$ cat src/rtl/core/tra_ram.sv
// Simple dual-port synchronous RAM with a registered read.
module tra_ram #(
	parameter int unsigned DEPTH = 4,
	parameter int unsigned WIDTH = 8,
	localparam int unsigned AW = (DEPTH > 1) ? $clog2(DEPTH) : 1
) (
	input  logic             clk,
	input  logic             we,
	input  logic [AW-1:0]    waddr,
	input  logic [WIDTH-1:0] wdata,
	input  logic             re,
	input  logic [AW-1:0]    raddr,
	output logic [WIDTH-1:0] rdata
);

	logic [WIDTH-1:0] mem_q [DEPTH];

	always_ff @(posedge clk) begin
		if (we) begin
			mem_q[waddr] <= wdata;
		end
		if (re) begin
			rdata <= mem_q[raddr];
		end
	end

endmodule

$ cat config.mk
export PLATFORM = sky130hd
export DESIGN_NAME = tra_ram
export DESIGN_NICKNAME = d
export VERILOG_FILES = /design/src/rtl/core/tra_ram.sv
export SDC_FILE = /design/constraint.sdc
export NUM_CORES = 1
export LEC_CHECK = 0
export ABC_CLOCK_PERIOD_IN_PS = 1670
export BUFFER_PORTS_ARGS = -buffer_cell sky130_fd_sc_hd__buf_2
export CORE_UTILIZATION = 30
export CTS_CLUSTER_DIAMETER = 40
export DETAILED_ROUTE_END_ITERATION = 8
export GPL_TIMING_DRIVEN = 1
export SYNTH_ARGS = -nofsm -noshare
export SYNTH_HDL_FRONTEND = slang
export SYNTH_SLANG_ARGS = --single-unit
$ cat constraint.sdc
create_clock -name clk -period 1.67 [get_ports clk]
set_clock_uncertainty 0.15 [all_clocks]
set_input_delay 0.501 -clock clk [delete_from_list [all_inputs] [get_ports clk]]
set_output_delay 0.501 -clock clk [all_outputs]
set_load 0.01 [all_outputs]
Word-level counts from Yosys, hierarchy flattened
Memory sizes are Yosys's and may differ from the RTL's. A register that Yosys moved wholly into a read port is not among the register bits. Index checks and enable logic that the tools add are counted.

Register bits after elaboration: 0. Output and inout port bits: 8. Bits in read-only memories: 0. RAM bits: 32. Memories kept: 1. Bits in latches: 0. Logic and storage cells: 3. Input port bits: 15.

Memory list: mem_q (depth 4, bits a word 8, rd ports 1, clocked after memory_dff 1, wr ports 1, RTL line 16) `logic [WIDTH-1:0] mem_q [DEPTH];`.

Magnitude comparators: 0. $add $sub $neg: 0. Reduce and logical (&&, ||, !) cells: 0. Equal/unequal tests: 0. Multipliers: 0. Shifts and indexed selects: 0. Bitwise logic cells: 0. Multiplexer cells: 2. Divide/modulo/power cells: 0.

Operators with widths (count): 2-to-1 mux 1 bit (2).

Logic depth before layout (Yosys ltp)
Depth in word-level cells: 2. Depth in mapped cells: 2. Gate-level depth less buffers: 1.

Worst setup path before layout
OpenSTA, ideal clock, no wires.

Path kind: in2reg. From: in waddr[0]. To: mem mem_q[0][0] (enable). Arrival: 1180 ps. Data required time: 1135 ps. Setup time: 385 ps. Path buffers: 0. Cell stages on the path: 1. Path slack: -45 ps. Cells stage by stage: nor3b_1.

RTL lines: start, declared (RTL line 9) `input logic [AW-1:0] waddr,`; end, declared (RTL line 16).

Straight into the memory's write port.

Final worst setup path
From: reg rdata[7] (read register of mem_q). To: out rdata[7].

RTL lines: start, declared (RTL line 13) `output logic [WIDTH-1:0] rdata`.

No word-level cell between the ends.

==> impl_metrics.csv <==
group,metric,value,unit
finish,seqCellArea,0.00120,sq mm
clock_network,postCtsResizedCells,0,
pwr,max-vdd-ir-drop,291,uV
logic_synthesis,synth_largest_area_cell,"edfxtp_1",
clock_network,clock_insertion_delay_worst_skew,0.28,ns
worst_setup_path,worstSetupStartpointType,"register",
floorplan,ioPinCount,23,
pwr,clockPowerShare,29.8,%
finish,nets,103,
pwr,total_switching_power,0.000348,W
logic_synthesis,syn-instance-count,54,
detailed_routing,ant_nets,0,
min_path,hold_path_class,"in2reg",
worst_setup_path,worst-path-buf-inv,1,
logic_synthesis,ys_seq_elements,40,
worst_setup_path,family_of_cells_with_the_greatest_summed_delay_on_the_critical_path,"flip-flops",
placement,gp_routability_congestion,0.681,
clock_network,clock_tree.htree_level_count,2,
worst_setup_path,number_of_cells_traversed_by_the_worst_register_to_register_path,1,
grt,grt_start_max_net_pins,12,
worst_setup_path,critPathRequiredTime,1.02,ns
worst_setup_path,crit_path_max_incr_delay,0.38,ns
logic_synthesis,mappedNetlistArea,0.00143,sq mm
logic_synthesis,synth_enable_flop_cells,40,
floorplan,total_die_area,0.00504,sq mm
detailed_routing,drt_first_iter_violations,55,
sta,rsz0062_at_grt,"no",
worst_setup_path,timing.critical_path.to_type,"primary output",
sta,layout_min_cycle_time,1.46,ns
grt,grt_overflow,0,
finish,antennaDiodeCount,0,
clock_network,tritoncts,"built",
floorplan,die_h,71.0,um
worst_setup_path,critPathMaxFanout,1,
floorplan,initial_utilization,31.9,%
grt,antenna_found_initial,0,
worst_setup_path,reg_to_reg_startpoint,"mem_q[3][5]",
sta,peak_freq,684,MHz
clock_network,cts.root.buffer_cell,"clkbuf_8",
logic_synthesis,synth_area_per_cell,26.5,sq um
logic_synthesis,yosys_warnings,0,
logic_synthesis,synthArstFlopShare,0,%
logic_synthesis,register_area_share_after_synthesis,84.1,%
detailed_routing,num_vias,657,
logic_synthesis,synth_top_cells_by_count,"edfxtp_1 (40), mux4_2 (8), and3b_1 (2)",
pwr,sequentialPowerShare,63.6,%
grt,grt_pass1_wl,3.51,mm
pwr,netSwitchingFraction,18.8,%
floorplan,fp.coreArea,0.00447,sq mm
worst_setup_path,r2r_slack,0.43,ns
clock_network,post_cts_buffers,0,
floorplan,die_width,71.0,um
sta,final_hold_viol_count,0,
detailed_routing,drc,3,
clock_network,cts.reportedPaths.clkPinSlew,0.06,ns
finish,final.fill_count,397,
placement,placement.cell_area,0.00166,sq mm
worst_setup_path,timing.critical_path.from,"rdata[7]",
sta,setup_violations,0,
sta,max_slew_margin,86.0,%
detailed_routing,drt-vias-per-instance,4.69,
logic_synthesis,syn_nets,69,
clock_network,ctsLongestPathBuffers,2,
pwr,totalPowerFinal,0.00185,W
worst_setup_path,cp-endpoint,"rdata[7]",
worst_setup_path,critical_path_class,"reg2out",
worst_setup_path,cp_num_cells,1,
clock_network,cts_inserted_buffers,5,
grt,grt_pass1_vias,715,
clock_network,hold_fix_buffers_cts,0,
logic_synthesis,synthFlopType,"edfxtp_1",
detailed_routing,firstDrtPassIters,8,
run_status,failed_checks,"DRC",
finish,multi_input_area,216,sq um
sta,finalCritPeriodShare,87.6,%
sta,tightestPinTransition,0.211,ns
logic_synthesis,yosysTopAreaCellShare,84.1,%
logic_synthesis,yosysUniqueCellTypes,7,
grt,grt_util_all_layers,10.0,%
sta,hold_ws,0.281,ns
placement,port_buffers,22,
detailed_routing,drt_wl_total,2.19,mm
finish,layout.cell_area.non_filler,0.00173,sq mm
sta,finalSetupTns,0,ns
worst_setup_path,timing.rr.end,"rdata[5]",
worst_setup_path,critPathSlowestCell,"edfxtp_1",
finish,layout_cells_sized_above_1,48.9,%
finish,area_delta_synth_final,21.4,%
sta,finalMaxSlewViolations,0,
pwr,combPwrFrac,6.6,%
pwr,power_density,1070,mW/mm^2
run_status,outcome,"complete, but fails checks",
pwr,cell_internal_pwr,0.00151,W
worst_setup_path,arrival,0.81,ns
pwr,static-leakage-power,0.613,nW
detailed_routing,routed_wire_length_per_instance,15.6,um
worst_setup_path,crit_path_cell_trace,"buf_2",
logic_synthesis,synth.most_common_cell,"edfxtp_1",
clock_network,cts.sink_count,40,
floorplan,floorplan.rows,24,
flow_run,maxCapViolations,0,
logic_synthesis,largest_cells_by_area_after_synthesis,"edfxtp_1 (84%), mux4_2 (13%), and3b_1 (1.2%)",
-- power by group through the flow --
stage	clock network, W	logic (W)	registers [W]
after floorplan	0	0.0000521	0.00121
after global placement	0	0.000123	0.00120
after detailed placement	0	0.000126	0.00120
after CTS	0.000579	0.000126	0.00118
after global routing	0.000617	0.000134	0.00118
final	0.000552	0.000123	0.00118
-- cells in the final DEF (no fill, tap or decap), drive strengths merged --
| cell type | netlist | routed |
|---|---|---|
| edfxtp | 40 | 40 |
| buf | 1 | 29 |
| mux4 | 8 | 8 |
| clkbuf | 1 | 5 |
| and3b | 2 | 2 |
| clkinv | 0 | 2 |
| nor3b | 1 | 1 |
| and3 | 1 | 1 |
-- registers in the layout (all words and copies together), names as in the netlist --
signal	flops
mem_q	32
rdata	8
-- layout make-up --
class,instances,share of cell area (%)
Clock inverter,2,0.433
Tap cell,52,3.75
Clock buffer,5,3.97
Timing Repair Buffer,29,10.1
Sequential cell,40,69.3
Multi-Input combinational cell,12,12.5
-- worst min path at each step --
stage	slack, ns	end	depth (start not counted)	startpoint
floorplan	0.45	mem_q[0][0]	0	wdata[0]
global placement	0.46	rdata[0]	1	mem_q[3][0]
detailed placement	0.47	rdata[2]	1	mem_q[0][2]
CTS	0.27	mem_q[3][4]	1	wdata[4]
global route	0.27	mem_q[3][4]	1	wdata[4]
finish	0.28	mem_q[3][4]	1	wdata[4]
-- metal layers --
layer	up-vias	part of all wire [%]	GRT usage, %
li1	296	-	-
met2	23	50	15.5
met4	0	1.6	6.67
met3	4	5.4	3.70
met5	-	0	0
met1	334	43	11.8
-- metrics by stage --
stage                     setup WS (ns)  utilization (%)  std cells
after global routing              0.172             38.8        140
after global placement           0.0106             37.1        133
after detailed placement       -0.00168             37.1        133
after floorplan                   0.136                -         54
after CTS                         0.192             38.8        140
final                             0.208             38.8        140
-- cells by family after synthesis --
family,count (synthesis),share of synthesized area (%)
simple gates,4,2.19
mux,8,12.6
buf+inv,2,1.14
flops,40,84.1
(Power assumes the default switching activity.)
