### config.mk
export PLATFORM = sky130hd
export DESIGN_NAME = tra_div
export DESIGN_NICKNAME = d
export VERILOG_FILES = /design/src/rtl/core/tra_pkg.sv /design/src/rtl/core/tra_div.sv
export SDC_FILE = /design/constraint.sdc
export NUM_CORES = 1
export LEC_CHECK = 0
export ABC_AREA = 1
export BUFFER_PORTS_ARGS = -buffer_cell sky130_fd_sc_hd__buf_4
export CORE_MARGIN = 1.5
export CORE_UTILIZATION = 60
export CTS_CLUSTER_SIZE = 10
export DETAILED_ROUTE_END_ITERATION = 10
export PLACE_DENSITY = 0.84
export SETUP_SLACK_MARGIN = 0.4
export SLEW_MARGIN = 20
export SYNTH_ARGS = -nofsm -noshare
export SYNTH_HDL_FRONTEND = slang
export SYNTH_SLANG_ARGS = --single-unit
### constraint.sdc
create_clock -name clk -period 4.6 [get_ports clk]
set_input_delay 0.92 -clock clk [delete_from_list [all_inputs] [get_ports clk]]
set_output_delay 0.92 -clock clk [all_outputs]
set_load 0.005 [all_outputs]
### src/rtl/core/tra_pkg.sv
// Shared constants, types and window helpers for the tick rate window averager.
package tra_pkg;

	// Window lengths in samples.
	localparam int unsigned SHORT_WINDOW     = 5;
	localparam int unsigned MINUTE_WINDOW    = 60;
	localparam int unsigned HALF_HOUR_WINDOW = 1800;
	localparam int unsigned HOUR_WINDOW      = 3600;

	localparam int unsigned NUM_WIN = 4;
	localparam int unsigned WIN_W   = 2;

	localparam int unsigned MAX_WIN_A = (SHORT_WINDOW > MINUTE_WINDOW) ? SHORT_WINDOW
		: MINUTE_WINDOW;
	localparam int unsigned MAX_WIN_B = (HALF_HOUR_WINDOW > HOUR_WINDOW) ? HALF_HOUR_WINDOW
		: HOUR_WINDOW;
	localparam int unsigned MAX_WIN   = (MAX_WIN_A > MAX_WIN_B) ? MAX_WIN_A : MAX_WIN_B;

	localparam int unsigned CNT_W = $clog2(MAX_WIN + 1);
	localparam int unsigned POS_W = (MAX_WIN > 1) ? $clog2(MAX_WIN) : 1;

	localparam int unsigned RING_DEPTH = SHORT_WINDOW + MINUTE_WINDOW + HALF_HOUR_WINDOW
		+ HOUR_WINDOW;
	localparam int unsigned RING_AW    = $clog2(RING_DEPTH);

	// Field and datapath widths.
	localparam int unsigned TS_W      = 32;
	localparam int unsigned TPU_W     = 16;
	localparam int unsigned SAMPLE_W  = 26;
	localparam int unsigned FRAC_W    = 16;
	localparam int unsigned AVG_W     = 17;
	localparam int unsigned USEC_W    = 20;
	localparam int unsigned SCALE_W   = 7;
	localparam int unsigned PROD_W    = TPU_W + USEC_W;
	localparam int unsigned PRE_SHIFT = SAMPLE_W - FRAC_W;
	localparam int unsigned SUM_W     = SAMPLE_W + CNT_W;
	localparam int unsigned NUM_W     = SUM_W + SCALE_W + 1;
	localparam int unsigned DIV_W     = TS_W;
	localparam int unsigned STEP_W    = $clog2(DIV_W + 1);

	// Configuration port.
	localparam int unsigned PADDR_W = 3;
	localparam int unsigned PDATA_W = 32;

	typedef logic [WIN_W-1:0]       win_idx_t;
	typedef logic [CNT_W-1:0]       cnt_t;
	typedef logic [POS_W-1:0]       pos_t;
	typedef logic [SUM_W-1:0]       sum_t;
	typedef logic [SAMPLE_W-1:0]    sample_t;
	typedef logic [RING_AW-1:0]     ring_addr_t;
	typedef logic [AVG_W-1:0]       avg_t;
	typedef logic [TPU_W-1:0]       tpu_t;
	typedef logic [DIV_W-1:0]       div_word_t;
	typedef logic [STEP_W-1:0]      div_step_t;
	typedef logic [PADDR_W-3:0]     reg_idx_t;

	localparam win_idx_t WIN_SHORT     = 2'd0;
	localparam win_idx_t WIN_MINUTE    = 2'd1;
	localparam win_idx_t WIN_HALF_HOUR = 2'd2;
	localparam win_idx_t WIN_HOUR      = 2'd3;

	localparam logic FUNC_TICK  = 1'b0;
	localparam logic FUNC_QUERY = 1'b1;

	localparam reg_idx_t REG_UPDATE_PERIOD = '0;

	localparam tpu_t                TPU_RESET    = 16'd125;
	localparam logic [USEC_W-1:0]   USEC_PER_SEC = 20'd1000000;
	localparam logic [SCALE_W-1:0]  AVG_SCALE    = 7'd100;
	localparam sample_t             SAMPLE_MAX   = {SAMPLE_W{1'b1}};
	localparam avg_t                AVG_MAX      = 17'd102400;

	// Request to the shared divider: remainder seed, dividend bits (MSB first),
	// divisor and number of quotient bits to produce.
	typedef struct packed {
		logic      start;
		div_word_t rem;
		div_word_t bits;
		div_word_t divisor;
		div_step_t steps;
	} div_req_t;

	typedef struct packed {
		logic      done;
		div_word_t quot;
	} div_rsp_t;

	function automatic cnt_t win_size(input win_idx_t w);
		cnt_t s;
		unique case (w)
			WIN_SHORT:     s = CNT_W'(SHORT_WINDOW);
			WIN_MINUTE:    s = CNT_W'(MINUTE_WINDOW);
			WIN_HALF_HOUR: s = CNT_W'(HALF_HOUR_WINDOW);
			WIN_HOUR:      s = CNT_W'(HOUR_WINDOW);
		endcase
		return s;
	endfunction

	// Each ring occupies its own slice of the shared sample memory.
	function automatic ring_addr_t win_base(input win_idx_t w);
		ring_addr_t b;
		unique case (w)
			WIN_SHORT:     b = '0;
			WIN_MINUTE:    b = RING_AW'(SHORT_WINDOW);
			WIN_HALF_HOUR: b = RING_AW'(SHORT_WINDOW + MINUTE_WINDOW);
			WIN_HOUR:      b = RING_AW'(SHORT_WINDOW + MINUTE_WINDOW + HALF_HOUR_WINDOW);
		endcase
		return b;
	endfunction

endpackage

### src/rtl/core/tra_div.sv
// Iterative restoring divider, one quotient bit per cycle.
module tra_div import tra_pkg::*; (
	input  logic     clk,
	input  logic     arst_n,
	input  div_req_t req,
	output div_rsp_t rsp
);

	div_word_t      rem_q;
	div_word_t      bits_q;
	div_word_t      divisor_q;
	div_word_t      quot_q;
	div_step_t      cnt_q;
	logic           busy_q;
	logic           done_q;
	logic [DIV_W:0] trial;
	logic [DIV_W:0] diff;
	logic           fits;

	// The remainder always stays below the divisor, so one extra bit is enough.
	always_comb begin
		trial = {rem_q, bits_q[DIV_W-1]};
		diff  = trial - {1'b0, divisor_q};
		fits  = (trial >= {1'b0, divisor_q});
	end

	always_ff @(posedge clk or negedge arst_n) begin
		if (!arst_n) begin
			rem_q     <= '0;
			bits_q    <= '0;
			divisor_q <= '0;
			quot_q    <= '0;
			cnt_q     <= '0;
			busy_q    <= 1'b0;
			done_q    <= 1'b0;
		end else begin
			done_q <= 1'b0;
			if (req.start) begin
				rem_q     <= req.rem;
				bits_q    <= req.bits;
				divisor_q <= req.divisor;
				quot_q    <= '0;
				cnt_q     <= req.steps;
				busy_q    <= 1'b1;
			end else if (busy_q) begin
				rem_q  <= fits ? diff[DIV_W-1:0] : trial[DIV_W-1:0];
				bits_q <= {bits_q[DIV_W-2:0], 1'b0};
				quot_q <= {quot_q[DIV_W-2:0], fits};
				cnt_q  <= cnt_q - 1'b1;
				if (cnt_q == div_step_t'(1)) begin
					busy_q <= 1'b0;
					done_q <= 1'b1;
				end
			end
		end
	end

	assign rsp.done = done_q;
	assign rsp.quot = quot_q;

endmodule

After elaboration in Yosys (flattened, before gate mapping)
Cells that the tools add are included.
{ "word_totals": {"ff_bits": 136, "input_bits": 105, "out_inout_bits": 33, "wordCells": 27} }
{ "classes": {"addsub": 2, "magnitude_cmp": 1, "n_eq_ne": 1, "muxes": 15, "n_reduce_logical": 1} }
{ "ops": {"columns": ["cell", "n"], "rows": [
  ["$mux W32", 7],
  ["$ge A33 B32 Y1", 1],
  ["$sub A32 B32 Y32", 1],
  ["$mux W6", 2],
  ["$eq A6 B1 Y1 const B", 1],
  ["$mux W1", 6],
  ["$sub A6 B1 Y6 const B", 1],
  ["$reduce_bool A2 Y1", 1]
]} }

Longest topological paths before layout
{ "logic_depth": {"word_depth": 4, "ltp_mapped": 17, "ltp_nobuf": 17} }

Worst setup path before layout
No wires, ideal clock.
{ "synth_timing": {"kind": "in2reg", "from": "in req[102] in the netlist's numbering", "to": "reg rem_q[10]", "setup_time_ns": 0.067, "arrival_ns": 2.000, "required_time_ns": 4.533, "setup_slack_ns": 2.533, "stages": 6, "path_buffers": 3, "path_cell_list": "clkbuf_1 > nor2_1 > clkbuf_1 > buf_2 > nand3_1 > nand2_1"} }
{ "synth_via": {"elab_chain_len": 1, "elab_cells_between_ends": 2, "cone_classes": "mux (1); reduce/logical (1)"} }
{ "synth_rtl": {"columns": ["item", "line", "text"], "rows": [
  ["start: declaration", "tra_div.sv:5", "input div_req_t req,"],
  ["$mux W32 / $reduce_bool A2 Y1 (equally long branches)", null, null],
  ["end signal: assignment", "tra_div.sv:39", "rem_q <= req.rem;"],
  ["end signal: assignment", "tra_div.sv:46", "rem_q <= fits ? diff[DIV_W-1:0] : trial[DIV_W-1:0];"],
  ["end: declaration", "tra_div.sv:9", "div_word_t rem_q;"]
]} }
Several ways; a longest one is shown, not always the timed one.
A chain may end at the register's enable or synchronous reset.

Worst setup path in the final report
{ "layout_timing": {"from": "reg rem_q[22]", "to": "reg rem_q[30]"} }
{ "layout_via": {"elab_chain_len": 4, "elab_cells_between_ends": 5, "cone_classes": "add/sub (1); order compare (1); mux (3)"} }
{ "layout_rtl": {"columns": ["item", "line", "text"], "rows": [
  ["$sub A32 B32 Y32 / $ge A33 B32 Y1 (equally long branches)", "tra_div.sv:23, tra_div.sv:24", null],
  ["$mux W32 *", "tra_div.sv:46", null],
  ["$mux W32 *", "tra_div.sv:45", "end else if (busy_q) begin"],
  ["$mux W32 *", "tra_div.sv:38", "if (req.start) begin"]
]} }
Mark *: on every way between the ends. The rest lies on a longest branch, timed or not. The select of a mux whose other input is x is not followed.

==> results.cfg <==
[grt]
grtUsageTotal_pct = 33.5
grt.overflow.total = 0
grt_max_degree = 99
grt.busiest_layer = met2
grt_util_met2_pct = 59.5
use_met1_pct = 41.1
grt_pass1_vias = 7940
grt_use_met3_pct = 6.60
antenna_found_initial = 0
grt_pass1_wl_um = 38200

[sta]
fin_skew_ps = 6.39
finalSetupViolations = 0
finalCritPeriodShare_pct = 58.1
finalHoldViolCount = 0
relSlewSlack_pct = 40.2
rsz0062_at_grt = false
layout_setup_ws_ps = 1930
finalCriticalPeriod_ps = 2670
tightestPinTransition_ps = 897
max_freq_mhz = 374
drv_slew = 0
setup_tns_ps = 0

[floorplanning]
initial_core_util_pct = 62.2
dieHeight_um = 121
rows = 42
io_pins = 138
fp.dieArea_um2 = 14500
core_um2 = 13300
die_w_um = 121

[placed_design]
routabilityCongestion = 0.946
port_buffers = 137
pre_cts_slack_ps = 1800
hpwl_um = 16700

[drt]
routed_wl_um = 23400
route.detailed.drc = 0
drt_iter0_drc = 559
via_per_inst = 5.44
ant_nets = 0
firstDrtPassIters = 5
routedWlPerCell_um = 16.0
num_vias = 7924

[cts]
post-cts-setup-buffer-count = 0
clock-sinks = 136
hold_buffers = 0
cts_resized = 0
insertion_delay_ps = 430
cts-root-buf = clkbuf_16
numCtsBuffers = 17
cts_tree = yes
htree_levels = 4
clk_pin_slew_worst_paths_ps = 60
cts_buffer_depth = 2

[min_path]
worstHoldStart = bits_q[10]$_DFFE_PN0P_
min_path_type = reg2reg

[power]
switchingPower_mw = 2.58
power.share.combinational_pct = 47.8
power_frac_seq_pct = 27.0
leakagePower_nw = 5.33
power_density_nw_per_um2 = 583
sw_frac_of_total_pct = 44.0
p_int_mw = 3.28
ir_drop_uv = 376
power_frac_clock_pct = 25.2

[cells_and_area]
syn_to_final_growth_pct = 21.1
nets = 1407
drive_above_1_share_pct = 15.6
antennaDiodeCount = 0
layout_common_cells = 377 x nand2_1, 189 x inv_1, 141 x buf_4
fill_cells = 1003
final_common_cell = nand2_1
multi_input_area_um2 = 3990
register_area_um2 = 3400

[worst_setup_path]
cp-end-kind = register
cp_slowest_cell = dfrtp_1
worstReg2RegStart = rem_q[22]$_DFFE_PN0P_
critical_path_class = reg2reg
cp_cell_sequence = ha_1, nand2_1, inv_1, a21oi_1, nand2_1, inv_2, nor2_2, nor2_4, nand2_8, nand2_1, nand2_1, nand2_1, nand2_1
worst_setup_path_start_kind = register
cp-startpoint = rem_q[22]$_DFFE_PN0P_
crit_fanout = 34
path_common_cell = nand2_1
required_ps = 4910
cp.arrival_ps = 2980
cp.buffers_inverters = 2
critPathMaxStageDelay_ps = 450
crit_family = simple AND/OR/NAND/NOR gates

[synthesis]
ys_warn_count = 0
syn_nets = 1287
ys_types = 37
netlist_instances = 1147
synth_area_leaders = dfrtp_1 41%, nand2_1 17%, inv_1 8.6%
synth_top_area_share_pct = 41.0
syn_avg_cell_area_um2 = 7.23
syn_area_um2 = 8300
synth_area_leader_cell = dfrtp_1
synth-seq-area-share_pct = 41.0
ys_seq_elements = 136

[status]
status = finished, final reports clean

[flow_run]
maxCapViolCount = 0
## stage by stage
stage                     cell area, µm²  total power [mW]  util (%)  std cells  hold slack (ps)
after floorplan                     8300              3.65         -       1147              446
after global placement              9420              4.27      70.5       1424              461
after detailed placement            9420              4.33      70.5       1424              475
after CTS                          10000              5.82      75.3       1456              492
after global routing               10000              6.29      75.3       1456              525
final                              10000              5.85      75.3       1456              487
## worst paths after layout
path                                             end  slack, ps  depth (start not counted)
min in group asynchronous  divisor_q[13]$_DFFE_PN0P_        570                          1
setup / recovery               rem_q[30]$_DFFE_PN0P_       1930                         13
hold / removal                bits_q[11]$_DFFE_PN0P_        490                          2
setup reg to reg               rem_q[30]$_DFFE_PN0P_       1930                         13
max in group asynchronous  divisor_q[26]$_DFFE_PN0P_       3100                          2
hold reg to reg               bits_q[11]$_DFFE_PN0P_        490                          2
## routing by layer
metal  up-vias  wire length, µm
li1       3901                -
met4         0              495
met3        42             1340
met5         -                0
met2       249            11800
met1      3732             9720
## sequential cells by signal, summed over array words and instances, names as in the netlist
name       flops
bits_q        32
quot_q        32
cnt_q          6
divisor_q     32
busy_q         1
done_q         1
rem_q         32
## Yosys cell counts
library cell  number
nand2_1          377
inv_1            189
dfrtp_1          136
nand3_1           80
nor2_1            66
o21ai_0           40
a22oi_1           34
ha_1              34
clkbuf_1          33
o22ai_1           30
a21oi_1           21
o211ai_1          20
xnor2_1           14
nand4_1           11
o21bai_1          11
o221ai_1           9
nand2_2            5
nor2_2             5
buf_4              4
inv_2              4
a21oi_2            3
nand3b_1           3
nor3_1             3
buf_6              2
a21o_1             1
and2_1             1
buf_1              1
buf_2              1
fa_1               1
inv_4              1
nand2_4            1
nand2_8            1
nand3_2            1
nor2_4             1
nor3_2             1
or2_2              1
xor2_1             1
## worst register-to-register path: stages (launching register included)
cell     delay (ps)
dfrtp_1         450
ha_1            420
nand2_1         150
inv_1            50
a21oi_1         220
nand2_1         100
inv_2            80
nor2_2           50
nor2_4          240
nand2_8         210
nand2_1         330
nand2_1         110
nand2_1          90
nand2_1          60
## power groups by stage
| stage | clock network (mW) | logic (mW) | registers (mW) |
|---|---|---|---|
| finish | 1.48 | 2.80 | 1.58 |
| global route | 1.53 | 3.15 | 1.61 |
| CTS | 1.48 | 2.77 | 1.58 |
| detailed placement | 0 | 2.74 | 1.59 |
| global placement | 0 | 2.68 | 1.59 |
| floorplan | 0 | 2.11 | 1.55 |
## area by class of cell
| type | instances | area share (%) |
|---|---|---|
| clock buffers | 17 | 4.23 |
| clock inverters | 15 | 2.03 |
| inverters | 194 | 7.27 |
| multi-input cells | 776 | 39.7 |
| flip-flops and latches | 136 | 33.9 |
| well taps | 176 | 2.19 |
| repair buffers | 142 | 10.6 |
## kinds of logic after synthesis
logic type               Yosys count  synth area share (%)
buffers and inverters            235                  11.0
flip-flops                       136                  41.0
AO/OA/AOI/OAI                    169                  13.2
XOR/XNOR                          15                  1.58
AND/OR/NAND/NOR                  557                  27.8
adder cells (fa/ha/maj)           35                  5.37
Power figures use the tool's default switching activity.
